`src/rtl/skf_pkg.sv`:
```
// Shared constants for the scalar Kalman filter: default widths,
// configuration register indexes and their reset values, item kind codes.
// No dependencies.
`default_nettype none

package skf_pkg;

  // Default data path shape (signed fixed point, Q16.16)
  localparam int DATA_WIDTH_DEF = 32;
  localparam int FRAC_BITS_DEF  = 16;

  // Fixed field widths of the ports
  localparam int SAMPLE_W = 32;
  localparam int VAR_W    = 31;
  localparam int CFG_IDX_W = 2;

  // Configuration register indexes
  localparam logic [CFG_IDX_W-1:0] CFG_INIT_EST   = 2'd0;
  localparam logic [CFG_IDX_W-1:0] CFG_INIT_ERR   = 2'd1;
  localparam logic [CFG_IDX_W-1:0] CFG_PROC_NOISE = 2'd2;
  localparam logic [CFG_IDX_W-1:0] CFG_MEAS_NOISE = 2'd3;

  // Configuration reset values
  localparam logic [SAMPLE_W-1:0] INIT_EST_RST   = 32'd0;
  localparam logic [VAR_W-1:0]    INIT_ERR_RST   = 31'd65536;
  localparam logic [VAR_W-1:0]    PROC_NOISE_RST = 31'd655;
  localparam logic [VAR_W-1:0]    MEAS_NOISE_RST = 31'd6554;

  // Item kinds
  localparam logic KIND_MEASURE = 1'b0;
  localparam logic KIND_REINIT  = 1'b1;

endpackage

`default_nettype wire

```
`src/rtl/scalar_kalman_filter.sv`:
```
// Scalar Kalman filter, bit-serial divider and shift-add multipliers; uses skf_pkg.
// Measurement: the item passes the prediction state, the restoring divider
// (FRAC_BITS+1 steps), the shift-add multiply (FRAC_BITS+1 steps) and the output
// state; in_stall stays high until the result is registered, so the next item waits.
// Reinitialize: estimate and variance load from the registers, then the output state.
// Synchronous active-low reset clears estimate and variance, loads register defaults.
`default_nettype none

module scalar_kalman_filter
  import skf_pkg::*;
#(
  parameter int DATA_WIDTH = DATA_WIDTH_DEF,
  parameter int FRAC_BITS  = FRAC_BITS_DEF
) (
  input  wire logic                  clk,
  input  wire logic                  rst_n,
  // input items
  input  wire logic                  in_valid,
  output logic                       in_stall,
  input  wire logic                  in_kind,
  input  wire logic [SAMPLE_W-1:0]   in_sample,
  // result items
  output logic                       out_valid,
  input  wire logic                  out_stall,
  output logic [SAMPLE_W-1:0]        out_filtered_value,
  output logic [VAR_W-1:0]           out_variance_out,
  // configuration writes
  input  wire logic                  cfg_valid,
  output logic                       cfg_ready,
  input  wire logic [CFG_IDX_W-1:0]  cfg_index,
  input  wire logic [SAMPLE_W-1:0]   cfg_data
);

  localparam int W  = DATA_WIDTH;
  localparam int F  = FRAC_BITS;
  localparam int CW = $clog2(F + 1);
  // Compare width that holds both the 32-bit fields and the data path
  localparam int XW = ((W > SAMPLE_W) ? W : SAMPLE_W) + 1;

  localparam logic [XW-1:0] SMAX_X = {{(XW-W+1){1'b0}}, {(W-1){1'b1}}};
  localparam logic [XW-1:0] SMIN_X = {{(XW-W+1){1'b1}}, {(W-1){1'b0}}};
  localparam logic [XW-1:0] OMAX_X = {{(XW-VAR_W){1'b0}}, {VAR_W{1'b1}}};
  localparam logic [XW-1:0] OMIN_X = {{(XW-VAR_W){1'b1}}, {VAR_W{1'b0}}};
  localparam logic [F:0]    ONE_Q  = {1'b1, {F{1'b0}}};
  localparam logic [CW-1:0] LAST   = CW'(F);

  typedef enum logic [4:0] {
    ST_IDLE = 5'b00001,
    ST_PRED = 5'b00010,
    ST_DIV  = 5'b00100,
    ST_MUL  = 5'b01000,
    ST_OUT  = 5'b10000
  } state_t;

  // Clamp a signed 32-bit field to the data path range
  function automatic logic [W-1:0] sat_s(input logic [SAMPLE_W-1:0] v);
    logic [XW-1:0] x;
    x = {{(XW-SAMPLE_W){v[SAMPLE_W-1]}}, v};
    if ($signed(x) > $signed(SMAX_X))      sat_s = SMAX_X[W-1:0];
    else if ($signed(x) < $signed(SMIN_X)) sat_s = SMIN_X[W-1:0];
    else                                   sat_s = x[W-1:0];
  endfunction

  // Clamp an unsigned 31-bit field to the variance range
  function automatic logic [W-2:0] sat_v(input logic [VAR_W-1:0] v);
    logic [XW-1:0] x;
    x = {{(XW-VAR_W){1'b0}}, v};
    if (x > SMAX_X) sat_v = SMAX_X[W-2:0];
    else            sat_v = x[W-2:0];
  endfunction

  // Configuration registers
  logic [SAMPLE_W-1:0] init_est_r;
  logic [VAR_W-1:0]    init_err_r, proc_noise_r, meas_noise_r;

  // Filter state
  logic [W-1:0] est_r, est_nxt;
  logic [W-2:0] var_r, var_nxt;

  // Control
  state_t       state_r, state_nxt;
  logic [CW-1:0] cnt_r, cnt_nxt;
  logic         out_valid_r, out_valid_nxt;

  // Working registers
  logic [W-1:0]  z_r, z_nxt;
  logic [W-2:0]  ppred_r, ppred_nxt;
  logic [W-1:0]  den_r, den_nxt;
  logic          dz_r, dz_nxt;
  logic          neg_r, neg_nxt;
  logic [W:0]    mag_r, mag_nxt;
  logic [W:0]    rem_r, rem_nxt;
  logic [F:0]    quo_r, quo_nxt;
  logic [F:0]    kmul_r, kmul_nxt;
  logic [F:0]    vmul_r, vmul_nxt;
  logic [W:0]    acc_e_r, acc_e_nxt;
  logic [W-1:0]  acc_v_r, acc_v_nxt;
  logic [SAMPLE_W-1:0] out_est_r, out_est_nxt;
  logic [VAR_W-1:0]    out_var_r, out_var_nxt;

  // Combinational helpers
  logic [W-1:0]  psum, rsat_ext;
  logic [W-2:0]  ppred_c, qsat, rsat;
  logic [W-1:0]  den_c;
  logic [W:0]    diff;
  logic          ge;
  logic [W-1:0]  rsub;
  logic [F:0]    quo_step, k_fin;
  logic [W:0]    sum_e, est_new;
  logic [W-1:0]  sum_v;
  logic [XW-1:0] est_x, var_x;

  assign cfg_ready = 1'b1;
  assign in_stall  = (state_r != ST_IDLE);
  assign out_valid = out_valid_r;
  assign out_filtered_value = out_est_r;
  assign out_variance_out   = out_var_r;

  // Prediction: variance plus process noise, gain divisor, innovation
  always_comb begin
    qsat     = sat_v(proc_noise_r);
    rsat     = sat_v(meas_noise_r);
    psum     = {1'b0, var_r} + {1'b0, qsat};
    ppred_c  = psum[W-1] ? {(W-1){1'b1}} : psum[W-2:0];
    rsat_ext = {1'b0, rsat};
    den_c    = {1'b0, ppred_c} + rsat_ext;
    diff     = {z_r[W-1], z_r} - {est_r[W-1], est_r};
  end

  // One restoring division step
  always_comb begin
    ge       = (rem_r >= {1'b0, den_r});
    rsub     = ge ? (rem_r[W-1:0] - den_r) : rem_r[W-1:0];
    quo_step = {quo_r[F-1:0], ge};
    k_fin    = dz_r ? '0 : quo_step;
  end

  // One shift-add multiply step for both products
  always_comb begin
    sum_e   = acc_e_r + (kmul_r[0] ? mag_r : '0);
    sum_v   = acc_v_r + (vmul_r[0] ? {1'b0, ppred_r} : '0);
    est_new = neg_r ? ({est_r[W-1], est_r} - sum_e) : ({est_r[W-1], est_r} + sum_e);
  end

  // Widened estimate and variance for the output clamps to the 32-bit signed and 31-bit unsigned fields
  always_comb begin
    est_x = {{(XW-W){est_r[W-1]}}, est_r};
    var_x = {{(XW-W+1){1'b0}}, var_r};
  end

  // Sequencer
  always_comb begin
    state_nxt     = state_r;
    cnt_nxt       = cnt_r;
    out_valid_nxt = out_valid_r;
    est_nxt       = est_r;
    var_nxt       = var_r;
    z_nxt         = z_r;
    ppred_nxt     = ppred_r;
    den_nxt       = den_r;
    dz_nxt        = dz_r;
    neg_nxt       = neg_r;
    mag_nxt       = mag_r;
    rem_nxt       = rem_r;
    quo_nxt       = quo_r;
    kmul_nxt      = kmul_r;
    vmul_nxt      = vmul_r;
    acc_e_nxt     = acc_e_r;
    acc_v_nxt     = acc_v_r;
    out_est_nxt   = out_est_r;
    out_var_nxt   = out_var_r;

    // drop the result once taken
    if (out_valid_r && !out_stall) out_valid_nxt = 1'b0;

    case (state_r)
      ST_IDLE: begin
        if (in_valid) begin
          if (in_kind == KIND_REINIT) begin
            est_nxt   = sat_s(init_est_r);
            var_nxt   = sat_v(init_err_r);
            state_nxt = ST_OUT;
          end else begin
            z_nxt     = sat_s(in_sample);
            state_nxt = ST_PRED;
          end
        end
      end
      ST_PRED: begin
        ppred_nxt = ppred_c;
        den_nxt   = den_c;
        dz_nxt    = (den_c == '0);
        neg_nxt   = diff[W];
        mag_nxt   = diff[W] ? ('0 - diff) : diff;
        rem_nxt   = {2'b00, ppred_c};
        quo_nxt   = '0;
        cnt_nxt   = '0;
        state_nxt = ST_DIV;
      end
      ST_DIV: begin
        rem_nxt = {rsub, 1'b0};
        quo_nxt = quo_step;
        cnt_nxt = cnt_r + 1'b1;
        if (cnt_r == LAST) begin
          kmul_nxt  = k_fin;
          vmul_nxt  = ONE_Q - k_fin;
          acc_e_nxt = '0;
          acc_v_nxt = '0;
          cnt_nxt   = '0;
          state_nxt = ST_MUL;
        end
      end
      ST_MUL: begin
        if (cnt_r != LAST) begin
          // accumulate and shift out the fraction bit
          acc_e_nxt = {1'b0, sum_e[W:1]};
          acc_v_nxt = {1'b0, sum_v[W-1:1]};
          kmul_nxt  = {1'b0, kmul_r[F:1]};
          vmul_nxt  = {1'b0, vmul_r[F:1]};
          cnt_nxt   = cnt_r + 1'b1;
        end else begin
          // top gain bit: no shift, product is already scaled down
          est_nxt   = est_new[W-1:0];
          var_nxt   = sum_v[W-2:0];
          state_nxt = ST_OUT;
        end
      end
      ST_OUT: begin
        if (!out_valid_r || !out_stall) begin
          if ($signed(est_x) > $signed(OMAX_X))      out_est_nxt = {1'b0, {VAR_W{1'b1}}};
          else if ($signed(est_x) < $signed(OMIN_X)) out_est_nxt = {1'b1, {VAR_W{1'b0}}};
          else                                       out_est_nxt = est_x[SAMPLE_W-1:0];
          out_var_nxt   = (var_x > OMAX_X) ? {VAR_W{1'b1}} : var_x[VAR_W-1:0];
          out_valid_nxt = 1'b1;
          state_nxt     = ST_IDLE;
        end
      end
      default: begin
        state_nxt = ST_IDLE;
      end
    endcase
  end

  // Control and state registers
  always_ff @(posedge clk) begin
    if (!rst_n) begin
      state_r      <= ST_IDLE;
      cnt_r        <= '0;
      out_valid_r  <= 1'b0;
      est_r        <= '0;
      var_r        <= '0;
      init_est_r   <= INIT_EST_RST;
      init_err_r   <= INIT_ERR_RST;
      proc_noise_r <= PROC_NOISE_RST;
      meas_noise_r <= MEAS_NOISE_RST;
    end else begin
      state_r     <= state_nxt;
      cnt_r       <= cnt_nxt;
      out_valid_r <= out_valid_nxt;
      est_r       <= est_nxt;
      var_r       <= var_nxt;
      // register writes
      if (cfg_valid && cfg_ready) begin
        case (cfg_index)
          CFG_INIT_EST:   init_est_r   <= cfg_data;
          CFG_INIT_ERR:   init_err_r   <= cfg_data[VAR_W-1:0];
          CFG_PROC_NOISE: proc_noise_r <= cfg_data[VAR_W-1:0];
          CFG_MEAS_NOISE: meas_noise_r <= cfg_data[VAR_W-1:0];
          default: begin
          end
        endcase
      end
    end
  end

  // Payload registers
  always_ff @(posedge clk) begin
    z_r       <= z_nxt;
    ppred_r   <= ppred_nxt;
    den_r     <= den_nxt;
    dz_r      <= dz_nxt;
    neg_r     <= neg_nxt;
    mag_r     <= mag_nxt;
    rem_r     <= rem_nxt;
    quo_r     <= quo_nxt;
    kmul_r    <= kmul_nxt;
    vmul_r    <= vmul_nxt;
    acc_e_r   <= acc_e_nxt;
    acc_v_r   <= acc_v_nxt;
    out_est_r <= out_est_nxt;
    out_var_r <= out_var_nxt;
  end

endmodule

`default_nettype wire
```
`config.mk`:
```
export PLATFORM = sky130hd
export DESIGN_NAME = scalar_kalman_filter
export DESIGN_NICKNAME = d
export VERILOG_FILES = /design/src/rtl/skf_pkg.sv /design/src/rtl/scalar_kalman_filter.sv
export SDC_FILE = /design/constraint.sdc
export NUM_CORES = 1
export LEC_CHECK = 0
export BUFFER_PORTS_ARGS = -buffer_cell sky130_fd_sc_hd__buf_2
export CELL_PAD_IN_SITES_DETAIL_PLACEMENT = 1
export CELL_PAD_IN_SITES_GLOBAL_PLACEMENT = 1
export CORE_MARGIN = 1.5
export CORE_UTILIZATION = 53
export DETAILED_ROUTE_END_ITERATION = 8
export PLACE_DENSITY = 0.85
export SLEW_MARGIN = 20
export SYNTH_ARGS = -nofsm -noshare
export SYNTH_HDL_FRONTEND = slang
export SYNTH_SLANG_ARGS = --single-unit
```
`constraint.sdc`:
```
create_clock -name clk -period 20.8 [get_ports clk]
set_clock_uncertainty 0.05 [all_clocks]
set_input_delay 2.08 -clock clk [delete_from_list [all_inputs] [get_ports clk]]
set_output_delay 2.08 -clock clk [all_outputs]
set_load 0.02 [all_outputs]
```
**Word level (Yosys, flattened, before mapping)**

Index checks and enable logic that the tools add are counted.

- Output and inout port bits: 66
- Flip-flop bits (word level): 540

- Eq/ne operators: 17
- Muxes and demuxes: 45
- Order comparisons: 8
- Reduce and logical (&&, ||, !) cells: 20
- Bitwise operators: 1
- $add $sub $neg: 11

Operator list:

| cell | number |
|---|---|
| 32-bit 2-to-1 mux | 12 |
| 31-bit 2-to-1 mux | 5 |
| 33-bit case mux with 2 select lines | 2 |
| 32-bit case mux with 2 select lines | 2 |
| 33-bit 2-to-1 mux | 3 |
| 32-bit > comparator, second input constant | 3 |
| 32-bit less-than comparator, second input constant | 3 |
| 17-bit 2-to-1 mux | 5 |
| 17-bit case mux with 2 select lines | 2 |
| 31-bit by 31-bit adder with 32-bit output | 2 |
| 32-bit subtractor | 2 |
| 31-bit case mux with 2 select lines | 1 |
| 5-bit 2-to-1 mux | 7 |
| 33-bit adder | 1 |
| 33-bit by 32-bit >= comparator with 1-bit output | 1 |
| 1-bit by 33-bit subtractor with 33-bit output, first input constant | 1 |
| 32-bit by 32-bit subtractor with 33-bit output | 1 |
| 32-bit by 31-bit adder with 32-bit output | 1 |
| 32-bit adder | 1 |
| 32-bit logical NOT | 1 |
| 16-bit case mux with 2 select lines | 1 |
| 31-bit > comparator, second input constant | 1 |
| 5-bit case mux with 5 select lines | 1 |
| 17-bit subtractor, first input constant | 1 |
| 23 further kinds | 42 |

**Longest topological paths before layout**

- Depth after elaboration: 6
- Depth in mapped cells: 27
- Depth with buffers taken out: 26

**Worst setup path after synthesis**

Ideal clock, no wire load.

- Kind: register to register
- From: register state_r[4]
- To: register acc_e_r[0] (enable)
- Stages on the path, launching flop included: 4
- Path buffers: 0
- Data arrival time: 7.562 ns
- Path slack: 12.500 ns
- Data required time: 20.061 ns
- Cells stage by stage: dfxtp_1 > nor2_1 > nand3_1 > o21ai_0

- Cells in the longest elaborated chain, start to end: 3

Ends and longest elaborated chain:

| item | line | RTL |
|---|---|---|
| start, declared | scalar_kalman_filter.sv:81 | `state_t state_r, state_nxt;` |
| start signal, assigned | scalar_kalman_filter.sv:257 | `state_r <= state_nxt;` |
| 5-bit by 4-bit equality test with 1-bit output / 5-bit by 3-bit equality test with 1-bit output (equally long branches) | scalar_kalman_filter.sv:176 | `case (state_r)` |
| 2-bit inequality test (no line) / 2-bit nonzero test (equally long branches) | n/a |  |
| 3-bit AND reduction (no line) (*) | n/a |  |
| end signal, assigned | scalar_kalman_filter.sv:288 | `acc_e_r <= acc_e_nxt;` |
| end, declared | scalar_kalman_filter.sv:96 | `logic [W:0] acc_e_r, acc_e_nxt;` |

Mark *: on every way between the ends. The rest lies on a longest branch, timed or not.
A chain may end at the register's enable or synchronous reset.

**Final worst setup path**

- From: register proc_noise_r[1]
- To: register dz_r (data pin)

- Cells in the longest elaborated chain, start to end: 4

Ends and longest elaborated chain:

| item | line | RTL |
|---|---|---|
| start, declared | scalar_kalman_filter.sv:74 | `logic [VAR_W-1:0] init_err_r, proc_noise_r, meas_noise_r;` |
| start signal, assigned | scalar_kalman_filter.sv:267 | `CFG_PROC_NOISE: proc_noise_r <= cfg_data[VAR_W-1:0];` |
| 31-bit by 31-bit adder with 32-bit output | scalar_kalman_filter.sv:123 | `psum = {1'b0, var_r} + {1'b0, qsat};` |
| 31-bit 2-to-1 mux | scalar_kalman_filter.sv:124 | `ppred_c = psum[W-1] ? {(W-1){1'b1}} : psum[W-2:0];` |
| named net ppred_c[0] | scalar_kalman_filter.sv:103 | `logic [W-2:0] ppred_c, qsat, rsat;` |
| 31-bit by 31-bit adder with 32-bit output | scalar_kalman_filter.sv:126 | `den_c = {1'b0, ppred_c} + rsat_ext;` |
| named net den_c[18] | scalar_kalman_filter.sv:104 | `logic [W-1:0] den_c;` |
| 32-bit logical NOT | scalar_kalman_filter.sv:192 | `dz_nxt = (den_c == '0);` |
| end signal, assigned | scalar_kalman_filter.sv:281 | `dz_r <= dz_nxt;` |
| end, declared | scalar_kalman_filter.sv:89 | `logic dz_r, dz_nxt;` |

The timed path passes the listed nets, and every way through them passes these cells.

==> summary.md <==
| Metric | Value |
|---|---|
| Synth top area share | `0.308` |
| Clk pwr share | `0.393` |
| Synthesized cell area | `33100 um^2` |
| CTS sink cnt | `538` |
| Met2 usage | `0.558` |
| Diodes inserted | `0` |
| Max-cap viol count | `0` |
| CP required | `about 21 ns` |
| GR peak layer | `met2` |
| Vias in the first global route | `just under 30000` |
| Synth area leaders | `edfxtp_1 (31%), dfxtp_1 (12%), ha_1 (8.5%)` |
| Max incr delay on CP | `~0.77 ns` |
| Top FF cell, synth | `edfxtp_1` |
| # DRC | `0` |
| Initial antenna violation count | `3` |
| Count leader, synth | `nand2_1` |
| Critical R2R Launch | `proc_noise_r[1]$_SDFFE_PN1P_` |
| Synthesized Nets | `between 3000 and 4000` |
| Worst Setup Start Kind | `register` |
| Share of cells above drive strength 1 | `0.0893` |
| Seq pwr share | `0.433` |
| Met3 GRT Util | `0.0491` |
| Area leader, netlist | `edfxtp_1` |
| FP Rows | `91` |
| Largest net degree at the start of global routing | `71` |
| Die Span Y | `253 um` |
| Sequential share of the synthesized area | `0.428` |
| Setup TNS | `0 ns` |
| CP arrival | `~8.5 ns` |
| Syn_area_per_cell | `about 9 um^2` |
| Peak VDD IR | `a little under 0.00007 V` |
| Die W | `253 um` |
| GRT Util Overall | `0.346` |
| Area Growth Syn to Fin | `9.44%` |
| Psw | `0.000798 W` |
| First-pass GRT wire length | `around 170000 um` |
| Total die area | `about 64000 um^2` |
| Ys async rst share | `0` |
| I/O pin count | `138` |
| Hold-fix buffer count after cts | `0` |
| Total Power | `0.00280 W` |
| Critical Path Sink Type | `register` |
| Worst R2R End | `dz_r$_DFFE_PP_` |
| Pwr dens | `77.5 nW/um^2` |
| Routed vias/inst | `about 6.3` |
| Crit Path Category | `reg -> reg` |
| Detailed Route Iter0 Violations | `2140` |
| Logic pwr share | `0.175` |
| Post-CTS Setup Repair Bufs | `0` |
| Clock transition at the registers of the reported paths | `around 0.060 ns` |
| Number of synthesized register bits | `roughly 540` |
| Setup WS pre-CTS | `roughly 13 ns` |
| Slew HR | `0.203` |
| Final Cycle Share | `0.389` |
| Sw frac | `0.285` |
| Hold path cells | `2` |
| Leading cell types by count after synthesis | `nand2_1 (468), a21oi_1 (396), edfxtp_1 (339), nor2_1 (250)` |
| EDFF count, synth | `about 340` |
| Hold Slack | `between 0.4 and 0.5 ns` |
| Clk root buf | `clkbuf_16` |
| Max Clk Rate | `124 MHz` |
| GP Congestion | `0.940` |
| Number of port buffers | `roughly 140` |
| Count of different cell masters after synthesis | `slightly below 90` |
| Core Util, Final | `0.586` |
| Fin. max-slew vios | `0` |
| WL final | `about 110000 um` |
| WHS Endpoint | `init_err_r[29]$_SDFFE_PN0P_` |
| Final #Nets | `between 3000 and 4000` |
| PnR worst setup slack | `between 10 and 15 ns` |
| Post-DP HPWL | `~80000 um` |
| Final setup viols | `0` |
| Post_cts resized | `0` |
| Worst skew pair latency | `around 0.64 ns` |
| Worst Reg-to-Reg Cells | `26` |
| Slowest-stage cell, CP | `o311ai_1` |
| Crit-path max FO | `34` |
| Worst Max-Slew Pin Slew | `~1.2 ns` |
| Status | `finished clean` |
| Leak | `14.7 nW` |
| Initial Util | `0.536` |
| Detail Route Antenna Nets | `0` |
| TritonCTS clock tree | `done` |
| CORE AREA | `roughly 62000 um^2` |
| Yosys warning count | `0` |
| Reg2Reg Setup Slack | `between 10 and 15 ns` |
| Routed vias | `around 28000` |
| Crit-path most repeated cell | `a21oi_1` |
| Final Hold Fails | `0` |
| First drt pass iteration count | `6` |
| H-tree depth | `2` |
| Hold Startpoint | `init_err_r[29]$_SDFFE_PN0P_` |
| Grt total ovfl | `0` |
| Pint | `between 0.002 and 0.0025 W` |
| Drt wl/cell | `approximately 25 um` |
| CTS Buffer Depth | `3` |
| Post-route minimum period | `around 8.1 ns` |
| Number of buffers created by CTS | `~60` |
| Fill cell count | `just over 7000` |
| GR Util met1 | `0.473` |
| Mapped Cells | `3660` |
| RSZ-0062 raised after global routing | `no` |
| Tightest Hold Check Type | `reg -> reg` |
## stage by stage
stage | area (um^2) | std cells
floorplan | 33100 | 3660
global placement | 34200 | 4410
detailed placement | 34200 | 4410
CTS | 36200 | 4521
global route | 36200 | 4521
finish | 36200 | 4521
## worst max-delay path by stage
| stage | start | end | slack (ns) | depth (start not counted) |
|---|---|---|---|---|
| final | proc_noise_r[1]$_SDFFE_PN1P_ | dz_r$_DFFE_PP_ | 12.72 | 26 |
| after global routing | var_r[1]$_SDFFE_PN0P_ | dz_r$_DFFE_PP_ | 12.18 | 26 |
| after CTS | var_r[1]$_SDFFE_PN0P_ | dz_r$_DFFE_PP_ | 12.83 | 26 |
| after detailed placement | var_r[1]$_SDFFE_PN0P_ | dz_r$_DFFE_PP_ | 12.87 | 26 |
| after global placement | proc_noise_r[1]$_SDFFE_PN1P_ | dz_r$_DFFE_PP_ | 13.09 | 26 |
| after floorplan | state_r[4]$_SDFFE_PN0P_ | acc_e_r[0]$_SDFFCE_PN0P_ | 12.50 | 3 |
## cells by family after synthesis
group                    synth area share
AO/OA/AOI/OAI                       0.194
XOR/XNOR                           0.0625
adder cells (fa/ha/maj)            0.0894
buffers and inverters              0.0466
flip-flops                          0.428
multiplexers                      0.00507
other                            0.000113
AND/OR/NAND/NOR                     0.174
## flip-flops by register name, summed over array words and instances, names as in the netlist, 31 cells and up
signal              flops
acc_e_r                32
acc_v_r                31
den_r                  32
est_r                  32
init_err_r             31
init_est_r             32
mag_r                  33
meas_noise_r           31
out_filtered_value     32
out_variance_out       31
ppred_r                31
proc_noise_r           31
rem_r                  33
var_r                  31
z_r                    32
## worst max-delay path: cells and delay by family, from the launching register on
family / cells / cell delay (ns)
fa+ha+maj: 3 / 0.90
compound gates: 14 / 4.10
flops: 1 / 0.41
simple gates: 7 / 2.02
buf+inv: 1 / 0.24
xor+xnor: 1 / 0.17
## power by group through the flow
stage | Clock, W | Combinational [W] | Sequential [W]
final | 0.00110 | 0.000489 | 0.00121
after global routing | 0.00115 | 0.000532 | 0.00122
after CTS | 0.00111 | 0.000482 | 0.00121
after detailed placement | 0 | 0.000475 | 0.00123
after global placement | 0 | 0.000450 | 0.00123
after floorplan | 0 | 0.000340 | 0.00122
## cell usage in the layout (no fill, tap or decap), drive strengths merged, types with 33 or more instances in the layout
master	Yosys	final
buf	26	165
a21o	115	115
nor3	59	59
o21ai	181	181
nand3	63	63
a31oi	33	33
o21a	34	34
nand2b	59	59
ha	225	225
o21bai	35	35
a21oi	396	396
xnor2	147	147
nor2	250	250
a211oi	49	49
xor2	89	89
inv	157	156
dfxtp	199	199
clkbuf	226	79
edfxtp	339	339
nor2b	33	33
and2	101	101
nand2	468	468
## cell type report
cell class | instances | area (um^2) | share of cell area
Tap cell | 837 | 1050 | 0.0289
Inverter | 157 | 593 | 0.0164
Multi-Input combinational cell | 2713 | 17500 | 0.483
Clock inverter | 32 | 272 | 0.00750
Sequential cell | 538 | 14200 | 0.391
Clock buffer | 79 | 1750 | 0.0483
Timing Repair Buffer | 165 | 898 | 0.0248
## per-layer routing
layer  routed length [um]  up-vias
li1                     -    13000
met1                49800    14200
met2                51300      863
met3                 6540      204
met4                 4020        6
met5                   32        -
(Power assumes the default switching activity.)
